==> src/hdl/nlgpd_pkg.sv <==
// ----------------------------------------------------------------------------
// nlgpd_pkg
// Shared types and constants of the nonlinear-gain PD controller.
// ----------------------------------------------------------------------------
`default_nettype none

package nlgpd_pkg;

  localparam int ErrWidthDef = 16;
  localparam int GainW       = 16;
  localparam int LimW        = 31;
  localparam int CfgW        = 31;
  localparam int DriveW      = 32;
  localparam int IntegW      = 32;
  localparam int SumW        = 64;
  localparam int MagW        = 63;
  localparam int HugeBit     = 62;
  // divide by 1280 = shift by 8, then divide by 5
  localparam int DropW       = 8;
  localparam int QuotW       = MagW - DropW;
  localparam int Div5Const   = 5;

  localparam logic [GainW-1:0]  KpDivRst    = 16'd12800;
  localparam logic [GainW-1:0]  KiBaseRst   = 16'd26;
  localparam logic [GainW-1:0]  KdGainRst   = 16'd13;
  localparam logic [LimW-1:0]   IntLimRst   = 31'd6553600;
  localparam logic [DriveW-1:0] DrivePosMax = 32'h7FFF_FFFF;
  localparam logic [DriveW-1:0] DriveNegMax = 32'h8000_0000;

  typedef enum logic [1:0] {
    CFG_KP_DIV,
    CFG_KI_BASE,
    CFG_KD_GAIN,
    CFG_INT_LIMIT
  } cfg_idx_e;

  typedef enum logic [3:0] {
    ST_IDLE,
    ST_SETUP,
    ST_SQUARE,
    ST_DIVK,
    ST_GAIN,
    ST_MULG,
    ST_SUM,
    ST_ABS,
    ST_DIV5,
    ST_DONE
  } state_e;

endpackage

`default_nettype wire

==> src/hdl/nonlinear_gain_pd_controller_unit.sv <==
// ----------------------------------------------------------------------------
// nonlinear_gain_pd_controller_unit
// PD controller with quadratic dynamic gain and a reported, clamped integral.
// ----------------------------------------------------------------------------
// Channel   Direction  Transfer condition          Content
// s_axis    in         s_axis_tvalid & tready      error sample
// m_axis    out        m_axis_tvalid & tready      drive, integral, saturated
// cfg       in         cfg_we_i                    register index and data
//
// One sample at a time: no new input transfer until the result is loaded into
// the output register. Bit-serial square, radix-2 divide by kp_divisor,
// bit-serial gain multiply and a bit-serial divide by 5 form the datapath; the
// divide by 5 is skipped when the gain product overflows. Reset clears state and loads register defaults.
// A result held in the output register does not block the next input transfer.
// ----------------------------------------------------------------------------
`default_nettype none

module nonlinear_gain_pd_controller_unit #(
  parameter  int ERROR_WIDTH = nlgpd_pkg::ErrWidthDef,
  localparam int InW         = ((ERROR_WIDTH + 7) / 8) * 8
) (
  input  wire logic                        clk_i,
  input  wire logic                        rst_ni,
  input  wire logic                        cfg_we_i,
  input  wire nlgpd_pkg::cfg_idx_e         cfg_idx_i,
  input  wire logic [nlgpd_pkg::CfgW-1:0]  cfg_data_i,
  input  wire logic                        s_axis_tvalid,
  output logic                             s_axis_tready,
  input  wire logic [InW-1:0]              s_axis_tdata,   // error
  output logic                             m_axis_tvalid,
  input  wire logic                        m_axis_tready,
  output logic [nlgpd_pkg::DriveW+nlgpd_pkg::IntegW-1:0] m_axis_tdata, // drive, integral
  output logic [0:0]                       m_axis_tuser    // saturated
);

  import nlgpd_pkg::*;

  localparam int EW     = ERROR_WIDTH;
  localparam int DW     = 2 * EW + 16;
  localparam int MW     = EW + 2;
  localparam int PW     = DW + MW;
  localparam int SqW    = 2 * EW + 1;
  localparam int KW     = GainW + EW + 1;
  localparam int LoopN  = EW + 1;
  localparam int CntMax = (DW > QuotW) ? DW : QuotW;
  localparam int CntW   = $clog2(CntMax + 1);
  localparam int CW     = (PW > SumW) ? PW : SumW;
  localparam int IaW    = ((EW + 10 > IntegW) ? EW + 10 : IntegW) + 1;

  state_e              state_q, state_d;
  logic [CntW-1:0]     cnt_q, cnt_d;

  logic [GainW-1:0]    kp_div_q, ki_base_q, kd_gain_q;
  logic [LimW-1:0]     int_lim_q;

  logic [EW-1:0]       err_q, err_d;
  logic [EW-1:0]       prev_err_q, prev_err_d;
  logic [IntegW-1:0]   integ_q, integ_d;
  logic [EW-1:0]       ae_q, ae_d;
  logic                dneg_q, dneg_d;
  logic [SqW-1:0]      sq_q, sq_d;
  logic [KW-1:0]       kprod_q, kprod_d;
  logic [GainW-1:0]    rem_q, rem_d;
  logic [DW-1:0]       dvd_q, dvd_d;
  logic [PW-1:0]       prod_q, prod_d;
  logic [SumW-1:0]     sum_q, sum_d;
  logic                huge_q, huge_d;
  logic                sneg_q, sneg_d;
  logic [QuotW-1:0]    mag5_q, mag5_d;
  logic [2:0]          rem5_q, rem5_d;

  logic                out_valid_q, out_valid_d;
  logic [DriveW-1:0]   out_drive_q, out_drive_d;
  logic [IntegW-1:0]   out_integ_q, out_integ_d;
  logic                out_sat_q, out_sat_d;

  logic                in_xfer, out_free, load_out;
  logic                last_loop, last_divk, last_mulg, last_div5;
  logic                huge_now;

  // setup terms
  logic [EW:0]         diff, abs_diff;
  logic [IaW-1:0]      ex, istep, isum, ilim, inlim, iclamp;
  // square / kd steps
  logic [EW:0]         sq_add;
  logic [GainW:0]      k_add;
  // kp divide step
  logic [GainW-1:0]    divisor;
  logic [GainW:0]      dtrial;
  logic                dge;
  // gain multiply
  logic [MW-1:0]       mult5;
  logic [DW:0]         p_add;
  // sum
  logic [CW-1:0]       pc;
  logic [SumW-1:0]     mag_ext, k4;
  // divide by 5
  logic [3:0]          t5;
  logic                ge5;
  // drive
  logic [DriveW-1:0]   drive_val;
  logic                drive_sat;

  assign in_xfer   = s_axis_tvalid && s_axis_tready;
  assign out_free  = !out_valid_q || m_axis_tready;
  assign load_out  = (state_q == ST_DONE) && out_free;
  assign last_loop = (cnt_q == CntW'(LoopN - 1));
  assign last_divk = (cnt_q == CntW'(DW - 1));
  assign last_mulg = (cnt_q == CntW'(MW - 1));
  assign last_div5 = (cnt_q == CntW'(QuotW - 1));

  assign pc       = CW'(prod_q);
  assign huge_now = pc > (CW'(1) << HugeBit);

  assign s_axis_tready = (state_q == ST_IDLE);
  assign m_axis_tvalid = out_valid_q;
  assign m_axis_tdata  = {out_integ_q, out_drive_q};
  assign m_axis_tuser  = out_sat_q;

  // next state
  always_comb begin
    state_d = state_q;
    unique case (state_q)
      ST_IDLE:   if (in_xfer) state_d = ST_SETUP;
      ST_SETUP:  state_d = ST_SQUARE;
      ST_SQUARE: if (last_loop) state_d = ST_DIVK;
      ST_DIVK:   if (last_divk) state_d = ST_GAIN;
      ST_GAIN:   state_d = ST_MULG;
      ST_MULG:   if (last_mulg) state_d = ST_SUM;
      ST_SUM:    state_d = huge_now ? ST_DONE : ST_ABS;
      ST_ABS:    state_d = ST_DIV5;
      ST_DIV5:   if (last_div5) state_d = ST_DONE;
      ST_DONE:   if (out_free) state_d = ST_IDLE;
      default:   state_d = ST_IDLE;
    endcase
  end

  // datapath
  always_comb begin
    diff     = {err_q[EW-1], err_q} - {prev_err_q[EW-1], prev_err_q};
    abs_diff = diff[EW] ? -diff : diff;

    ex     = {{(IaW-EW){err_q[EW-1]}}, err_q};
    istep  = (ex << 9) + (ex << 7) + (ex << 4) - ex;
    isum   = {{(IaW-IntegW){integ_q[IntegW-1]}}, integ_q} + istep;
    ilim   = IaW'(int_lim_q);
    inlim  = -ilim;
    if ($signed(isum) >= $signed(ilim)) begin
      iclamp = ilim;
    end else if ($signed(isum) <= $signed(inlim)) begin
      iclamp = inlim;
    end else begin
      iclamp = isum;
    end

    sq_add = sq_q[0] ? {1'b0, sq_q[SqW-1:EW+1]} + {1'b0, ae_q}
                     : {1'b0, sq_q[SqW-1:EW+1]};
    k_add  = kprod_q[0] ? {1'b0, kprod_q[KW-1:EW+1]} + {1'b0, kd_gain_q}
                        : {1'b0, kprod_q[KW-1:EW+1]};

    divisor = (kp_div_q == '0) ? GainW'(1) : kp_div_q;
    dtrial  = {rem_q, dvd_q[DW-1]};
    dge     = dtrial >= {1'b0, divisor};

    mult5 = (MW'(ae_q) << 2) + MW'(ae_q);
    p_add = prod_q[0] ? {1'b0, prod_q[PW-1:MW]} + {1'b0, dvd_q}
                      : {1'b0, prod_q[PW-1:MW]};

    mag_ext = {1'b0, pc[MagW-1:0]};
    k4      = SumW'(kprod_q) << 2;

    t5  = {rem5_q, mag5_q[QuotW-1]};
    ge5 = t5 >= 4'(Div5Const);

    drive_sat = 1'b0;
    if (huge_q) begin
      drive_sat = 1'b1;
      drive_val = err_q[EW-1] ? DriveNegMax : DrivePosMax;
    end else if (!sneg_q) begin
      if (mag5_q > QuotW'(DrivePosMax)) begin
        drive_sat = 1'b1;
        drive_val = DrivePosMax;
      end else begin
        drive_val = mag5_q[DriveW-1:0];
      end
    end else begin
      if (mag5_q > QuotW'(DriveNegMax)) begin
        drive_sat = 1'b1;
        drive_val = DriveNegMax;
      end else begin
        drive_val = -mag5_q[DriveW-1:0];
      end
    end

    cnt_d      = cnt_q;
    err_d      = err_q;
    prev_err_d = prev_err_q;
    integ_d    = integ_q;
    ae_d       = ae_q;
    dneg_d     = dneg_q;
    sq_d       = sq_q;
    kprod_d    = kprod_q;
    rem_d      = rem_q;
    dvd_d      = dvd_q;
    prod_d     = prod_q;
    sum_d      = sum_q;
    huge_d     = huge_q;
    sneg_d     = sneg_q;
    mag5_d     = mag5_q;
    rem5_d     = rem5_q;

    unique case (state_q)
      ST_IDLE: begin
        if (in_xfer) err_d = s_axis_tdata[EW-1:0];
      end
      ST_SETUP: begin
        ae_d       = err_q[EW-1] ? -err_q : err_q;
        dneg_d     = diff[EW];
        sq_d       = {{EW{1'b0}}, 1'b0, ae_d};
        kprod_d    = {{GainW{1'b0}}, abs_diff};
        integ_d    = iclamp[IntegW-1:0];
        prev_err_d = err_q;
        cnt_d      = '0;
      end
      ST_SQUARE: begin
        sq_d    = {sq_add, sq_q[EW:1]};
        kprod_d = {k_add, kprod_q[EW:1]};
        cnt_d   = cnt_q + 1'b1;
        if (last_loop) begin
          dvd_d = {sq_d[2*EW-1:0], {GainW{1'b0}}};
          rem_d = '0;
          cnt_d = '0;
        end
      end
      ST_DIVK: begin
        rem_d = dge ? GainW'(dtrial - {1'b0, divisor}) : dtrial[GainW-1:0];
        dvd_d = {dvd_q[DW-2:0], dge};
        cnt_d = cnt_q + 1'b1;
      end
      ST_GAIN: begin
        dvd_d  = dvd_q + DW'(ki_base_q);
        prod_d = {{DW{1'b0}}, mult5};
        cnt_d  = '0;
      end
      ST_MULG: begin
        prod_d = {p_add, prod_q[MW-1:1]};
        cnt_d  = cnt_q + 1'b1;
      end
      ST_SUM: begin
        huge_d = huge_now;
        sum_d  = (err_q[EW-1] ^ dneg_q) ? mag_ext - k4 : mag_ext + k4;
      end
      ST_ABS: begin
        sneg_d = err_q[EW-1] ^ sum_q[SumW-1];
        mag5_d = sum_q[SumW-1] ? QuotW'((-sum_q) >> DropW) : QuotW'(sum_q >> DropW);
        rem5_d = '0;
        cnt_d  = '0;
      end
      ST_DIV5: begin
        rem5_d = ge5 ? 3'(t5 - 4'(Div5Const)) : t5[2:0];
        mag5_d = {mag5_q[QuotW-2:0], ge5};
        cnt_d  = cnt_q + 1'b1;
      end
      ST_DONE: begin
        cnt_d = cnt_q;
      end
      default: begin
        cnt_d = '0;
      end
    endcase

    out_valid_d = out_valid_q;
    out_drive_d = out_drive_q;
    out_integ_d = out_integ_q;
    out_sat_d   = out_sat_q;
    if (load_out) begin
      out_valid_d = 1'b1;
      out_drive_d = drive_val;
      out_integ_d = integ_q;
      out_sat_d   = drive_sat;
    end else if (m_axis_tready) begin
      out_valid_d = 1'b0;
    end
  end

  always_ff @(posedge clk_i or negedge rst_ni) begin
    if (!rst_ni) begin
      state_q     <= ST_IDLE;
      cnt_q       <= '0;
      kp_div_q    <= KpDivRst;
      ki_base_q   <= KiBaseRst;
      kd_gain_q   <= KdGainRst;
      int_lim_q   <= IntLimRst;
      prev_err_q  <= '0;
      integ_q     <= '0;
      out_valid_q <= 1'b0;
    end else begin
      state_q     <= state_d;
      cnt_q       <= cnt_d;
      prev_err_q  <= prev_err_d;
      integ_q     <= integ_d;
      out_valid_q <= out_valid_d;
      if (cfg_we_i) begin
        unique case (cfg_idx_i)
          CFG_KP_DIV:    kp_div_q  <= cfg_data_i[GainW-1:0];
          CFG_KI_BASE:   ki_base_q <= cfg_data_i[GainW-1:0];
          CFG_KD_GAIN:   kd_gain_q <= cfg_data_i[GainW-1:0];
          CFG_INT_LIMIT: int_lim_q <= cfg_data_i[LimW-1:0];
          default:       kp_div_q  <= kp_div_q;
        endcase
      end
    end
  end

  always_ff @(posedge clk_i) begin
    err_q       <= err_d;
    ae_q        <= ae_d;
    dneg_q      <= dneg_d;
    sq_q        <= sq_d;
    kprod_q     <= kprod_d;
    rem_q       <= rem_d;
    dvd_q       <= dvd_d;
    prod_q      <= prod_d;
    sum_q       <= sum_d;
    huge_q      <= huge_d;
    sneg_q      <= sneg_d;
    mag5_q      <= mag5_d;
    rem5_q      <= rem5_d;
    out_drive_q <= out_drive_d;
    out_integ_q <= out_integ_d;
    out_sat_q   <= out_sat_d;
  end

endmodule

`default_nettype wire
==> config.mk <==
export PLATFORM = sky130hd
export DESIGN_NAME = nonlinear_gain_pd_controller_unit
export DESIGN_NICKNAME = d
export VERILOG_FILES = /design/src/hdl/nlgpd_pkg.sv /design/src/hdl/nonlinear_gain_pd_controller_unit.sv
export SDC_FILE = /design/constraint.sdc
export NUM_CORES = 2
export LEC_CHECK = 0
export BUFFER_PORTS_ARGS = -buffer_cell sky130_fd_sc_hd__clkbuf_2
export CORE_ASPECT_RATIO = 1.25
export CORE_MARGIN = 1
export CORE_UTILIZATION = 64
export CTS_CLUSTER_SIZE = 16
export DETAILED_ROUTE_END_ITERATION = 6
export GPL_ROUTABILITY_DRIVEN = 0
export PLACE_DENSITY_LB_ADDON = 0.05
export SLEW_MARGIN = 20
export SYNTH_ARGS = -nofsm -noshare
export SYNTH_HDL_FRONTEND = slang
export SYNTH_SLANG_ARGS = --single-unit
==> constraint.sdc <==
create_clock -name clk_i -period 8.5 [get_ports clk_i]
set_clock_uncertainty 0.1 [all_clocks]
set_input_delay 1.7 -clock clk_i [delete_from_list [all_inputs] [get_ports clk_i]]
set_output_delay 1.7 -clock clk_i [all_outputs]
set_load 0.01 [all_outputs]
# Yosys cells after proc, flatten, opt, wreduce, memory -nomap -nowiden
# Index checks and enable logic that the tools add are counted.
# totals
memories,0
inputBits,54
output_inout_bits,67
register_bits,556
word_cells,140
mem_bits_ro,0
latch_bits,0
ramBits,0
# classes
shift,0
reduce_logical,23
eq_ne,22
n_mul,0
n_bitwise,2
div_mod_pow,0
magnitude_cmp,7
n_addsub,20
mux,41
# ops
operator,n
32-bit two-way mux,7
48-bit one-hot mux with 3 select lines,1
33-bit one-hot mux with 2 select lines,2
66-bit one-hot mux with 2 select lines,1
55-bit one-hot mux with 2 select lines,1
"66-bit by 63-bit > comparator with 1-bit output, second input constant",1
63-bit by 35-bit adder with 64-bit output,1
16-bit two-way mux,4
64-bit two-way mux,1
63-bit by 35-bit subtractor with 64-bit output,1
63-bit negator,1
"55-bit by 31-bit > comparator with 1-bit output, second input constant",1
"55-bit by 32-bit > comparator with 1-bit output, second input constant",1
55-bit two-way mux,1
17-bit two-way mux,3
48-bit by 48-bit adder with 49-bit output,1
49-bit two-way mux,1
48-bit by 16-bit adder with 48-bit output,1
48-bit two-way mux,1
4-bit one-hot mux with 10 select lines,1
16-bit by 16-bit adder with 17-bit output,2
32-bit by 28-bit adder with 33-bit output,1
33-bit by 32-bit greater-or-equal comparator with 1-bit output,1
33-bit less-or-equal comparator,1
43 further kinds,78

# Depth between registers and ports, before layout
# depth
ltp_word,7
depth_mapped,32
ltp_nobuf,29

# Worst setup path before layout
# Ideal clock, no wire load.
# synth_path
path_type,reg2reg
start,register err_q[15]
end,register integ_q[13]
t_arrival_ns,7.197
required_ns,8.238
setup_slack_ns,1.041
period_less_slack_ns,7.459
setup_time_ns,0.162
n_path_buf,4
path_stages_with_launch,32
path_cell_list,edfxtp_1 > clkbuf_1 > inv_1 > fa_1 > fa_1 > inv_1 > fa_1 > inv_1 > ha_1 > nand2_1 > nand3_1 > a211oi_1 > a21oi_1 > nor2_1 > o211ai_1 > a31oi_1 > xnor2_1 > clkinv_1 > clkbuf_1 > ha_1 > nand2_1 > a211oi_1 > and3_1 > nand2_1 > or4b_2 > and2_1 > clkbuf_1 > clkbuf_1 > a21oi_1 > nor2_1 > o21ai_0 > o211ai_1
# synth_between
elab_chain_cells,7
word_cells_on_any_way,8
cone_classes,add/sub (4); order compare (2); mux (2)
# synth_rtl
element,line_no,source
from (decl),nonlinear_gain_pd_controller_unit.sv:56,"logic [EW-1:0] err_q, err_d;"
from (signal assigned),nonlinear_gain_pd_controller_unit.sv:316,err_q <= err_d;
25-bit by 23-bit adder with 26-bit output,nonlinear_gain_pd_controller_unit.sv:144,istep = (ex << 9) + (ex << 7) + (ex << 4) - ex;
26-bit by 20-bit adder with 27-bit output,nonlinear_gain_pd_controller_unit.sv:144,
27-bit by 16-bit subtractor with 28-bit output (*),nonlinear_gain_pd_controller_unit.sv:144,
32-bit by 28-bit adder with 33-bit output (*),nonlinear_gain_pd_controller_unit.sv:145,"isum = {{(IaW-IntegW){integ_q[IntegW-1]}}, integ_q} + istep;"
33-bit less-or-equal comparator,nonlinear_gain_pd_controller_unit.sv:150,end else if ($signed(isum) <= $signed(inlim)) begin
32-bit two-way mux,nonlinear_gain_pd_controller_unit.sv:150,
32-bit two-way mux (*),nonlinear_gain_pd_controller_unit.sv:148,if ($signed(isum) >= $signed(ilim)) begin
to (signal assigned),nonlinear_gain_pd_controller_unit.sv:301,integ_q <= integ_d;
to (decl),nonlinear_gain_pd_controller_unit.sv:58,"logic [IntegW-1:0] integ_q, integ_d;"
# Mark *: on every way between the ends. The rest lies on a longest branch, timed or not.
# A chain may end at the register's enable or synchronous reset.

# Worst setup path after layout
# layout_path
start,register err_q[8]
end,register integ_q[15]
# The elaborated chain is that of the path after synthesis.

==> flow_summary.json <==
{
  "outcome": "complete, no violations",
  "fin_nets": 4955,
  "detail_route.vias_per_cell": 6.40,
  "ys_ff_latch": 556,
  "worst_pin_slew_ps": 1150,
  "syn_nets": 4900,
  "diodes": 0,
  "htreeDepth": 2,
  "num_io_pins": 121,
  "setup_viol": 0,
  "yosys_most_used_dff": "edfxtp_1",
  "cts_inserted_buffers": 58,
  "syn_area_sq_um": 41700,
  "path_class": "reg -> reg",
  "io_buffers": 120,
  "critPathSlowestCell": "or4b_2",
  "cp_data_arrival_time_ps": 8480,
  "clockBufferDepth": 3,
  "cts_setup_buffers": 0,
  "post_drt_wl_per_cell_um": 21.7,
  "path_delay_family": "simple AND/OR/NAND/NOR gates",
  "regArea_sq_um": 16000,
  "cp-end-kind": "flop",
  "yosys.area.top_type": "edfxtp_1",
  "hpwl_mm": 88.6,
  "fin_setup_tns_ps": 0,
  "clk_latency_ps": 640,
  "worst-path-buf-inv": 2,
  "final-hold-violation-count": 0,
  "syn_inst": 4447,
  "die_area_sq_um": 66100,
  "synth_top_area_share_pct": 30.1,
  "cts_hold_buffers": 0,
  "grt_pass1_vias": 33600,
  "drive_gt1_share_pct": 8.81,
  "fin_crit_sh_pct": 95.2,
  "hp-class": "reg -> reg",
  "start_util_pct": 64.7,
  "maxSlewHeadroom_pct": 23.7,
  "antenna_left": 0,
  "fp.dieW_um": 230,
  "die_h_um": 287,
  "fmax_mhz": 124,
  "ys_warn_count": 0,
  "cts_sinks": 556,
  "synth_edf_count": 418,
  "drc_errors": 0,
  "fillCellCount": 5063,
  "num_rows": 104,
  "grt_max_degree": 107,
  "ys_types": 83,
  "synth_area_leaders": "edfxtp_1 30%, ha_1 10%, dfrtp_1 7.6%",
  "syn_avg_cell_area_sq_um": 9.37,
  "synthArstFlopShare_pct": 24.8,
  "period_needed_ps": 8090,
  "cp_max_fo": 22,
  "first_pass_iters": 5,
  "grt_usage_pct": 35.4,
  "first_iter_violations": 2706,
  "routed_wl_mm": 117,
  "critPathRequiredTime_ps": 8890,
  "cap_violations": 0,
  "grt_antenna_before_repair": 0,
  "cts_tree": "done",
  "clk_pin_slew_ps": 60,
  "grt-ovfl-total": 0,
  "rsz0062_at_grt": "false",
  "synth.yosys.seq_area_share_pct": 38.5,
  "root_buffer": "clkbuf_16",
  "max_stage_delay_ps": 830,
  "vias": 34600,
  "slew_viol_final": 0,
  "syn2layout_area_growth_pct": 8.22,
  "grt_pass1_wl_mm": 183,
  "core_area_sq_um": 64400,
  "cts_resized": 0,
  "multi_input_area_sq_um": 24000,
  "cp-start-kind": "flop"
}
==> synthesized netlist by cell type (all sizes together) (36+ instances only) <==
cell type,number
a211oi,70
a21o,106
a21oi,263
a31oi,36
and3,45
clkbuf,155
dfrtp,126
edfxtp,418
fa,58
ha,341
inv,268
mux2,66
mux2i,63
nand2,398
nand2b,40
nand3,112
nand4,76
nor2,374
nor2b,40
nor3,114
nor4,58
o21ai,347
o31ai,50
or3,43
xnor2,184
xor2,157
==> routing by layer <==
metal	track usage [%]	vias to the layer above	wire (um)
met3	4.52	445	6570
met2	61.0	1276	56800
met1	40.0	16400	43600
met4	27.1	0	10300
met5	0	-	0
li1	-	16400	-
==> state kept, by name, indices dropped and copies added (netlist names), 31 cells and up <==
name	cells
sum_q	64
mag5_q	55
pc	66
out_drive_q	32
integ_q	32
out_integ_q	32
kprod_q	33
dvd_q	48
sq_q	33
int_lim_q	31
==> cells by family (layout without fill, tap and decap cells) <==
group | after synthesis | in the layout | synth area share (%)
XOR/XNOR | 342 | 342 | 7.22
flip-flops | 556 | 556 | 38.5
adder cells (fa/ha/maj) | 399 | 399 | 13.0
multiplexers | 129 | 129 | 3.30
buffers and inverters | 449 | 554 | 4.09
AO/OA/AOI/OAI | 1147 | 1147 | 17.5
AND/OR/NAND/NOR | 1425 | 1425 | 16.4
==> layout by cell type, fill, tap and decap left out, types with 62 or more instances in the layout <==
cell type	synthesis	routed
xnor2_1	184	182
ha_1	341	341
nor3_1	113	111
mux2i_1	63	63
nand4_1	76	76
edfxtp_1	418	418
nand2_1	398	395
dfrtp_1	126	126
clkbuf_16	0	62
mux2_2	66	66
inv_1	268	268
a21oi_1	263	263
nand3_1	110	110
a211oi_1	70	70
o21ai_0	343	342
clkbuf_2	0	119
xor2_1	157	157
a21o_1	106	106
nor2_1	374	371
==> stage by stage <==
step | std cells | utilization (%) | hold WS (ps) | setup slack (ps) | area, sq um
after floorplan | 4447 | - | 324 | 1040 | 41700
after global placement | 5290 | 67.0 | 350 | 668 | 43100
after detailed placement | 5290 | 67.0 | 345 | 563 | 43100
after CTS | 5400 | 70.0 | 359 | 536 | 45100
after global routing | 5400 | 70.0 | 378 | 83.4 | 45100
final | 5400 | 70.0 | 361 | 409 | 45100
==> worst paths after layout <==
| path | from | to | slack, ps | cells past startpoint |
|---|---|---|---|---|
| min in group asynchronous | rst_ni | prev_err_q[14] | 980 | 1 |
| max in group asynchronous | rst_ni | int_lim_q[25] | 5830 | 2 |
| worst min-delay path | integ_q[4] | out_integ_q[4] | 360 | 0 |
| worst min register to register | integ_q[4] | out_integ_q[4] | 360 | 0 |
| worst max-delay path | err_q[8] | integ_q[15] | 410 | 26 |
| worst max register to register | err_q[8] | integ_q[15] | 410 | 26 |
==> area by class of cell <==
| type | instances | area share [%] |
|---|---|---|
| multi-input cells | 3442 | 53.3 |
| flip-flops and latches | 556 | 35.5 |
| repair buffers | 174 | 2.25 |
| clock buffers | 73 | 3.53 |
| clock inverters | 37 | 0.777 |
| well taps | 848 | 2.35 |
| inverters | 270 | 2.25 |
Power is not shown: default switching activity piles up to over one toggle a cycle in this logic, so the estimate is an artifact.
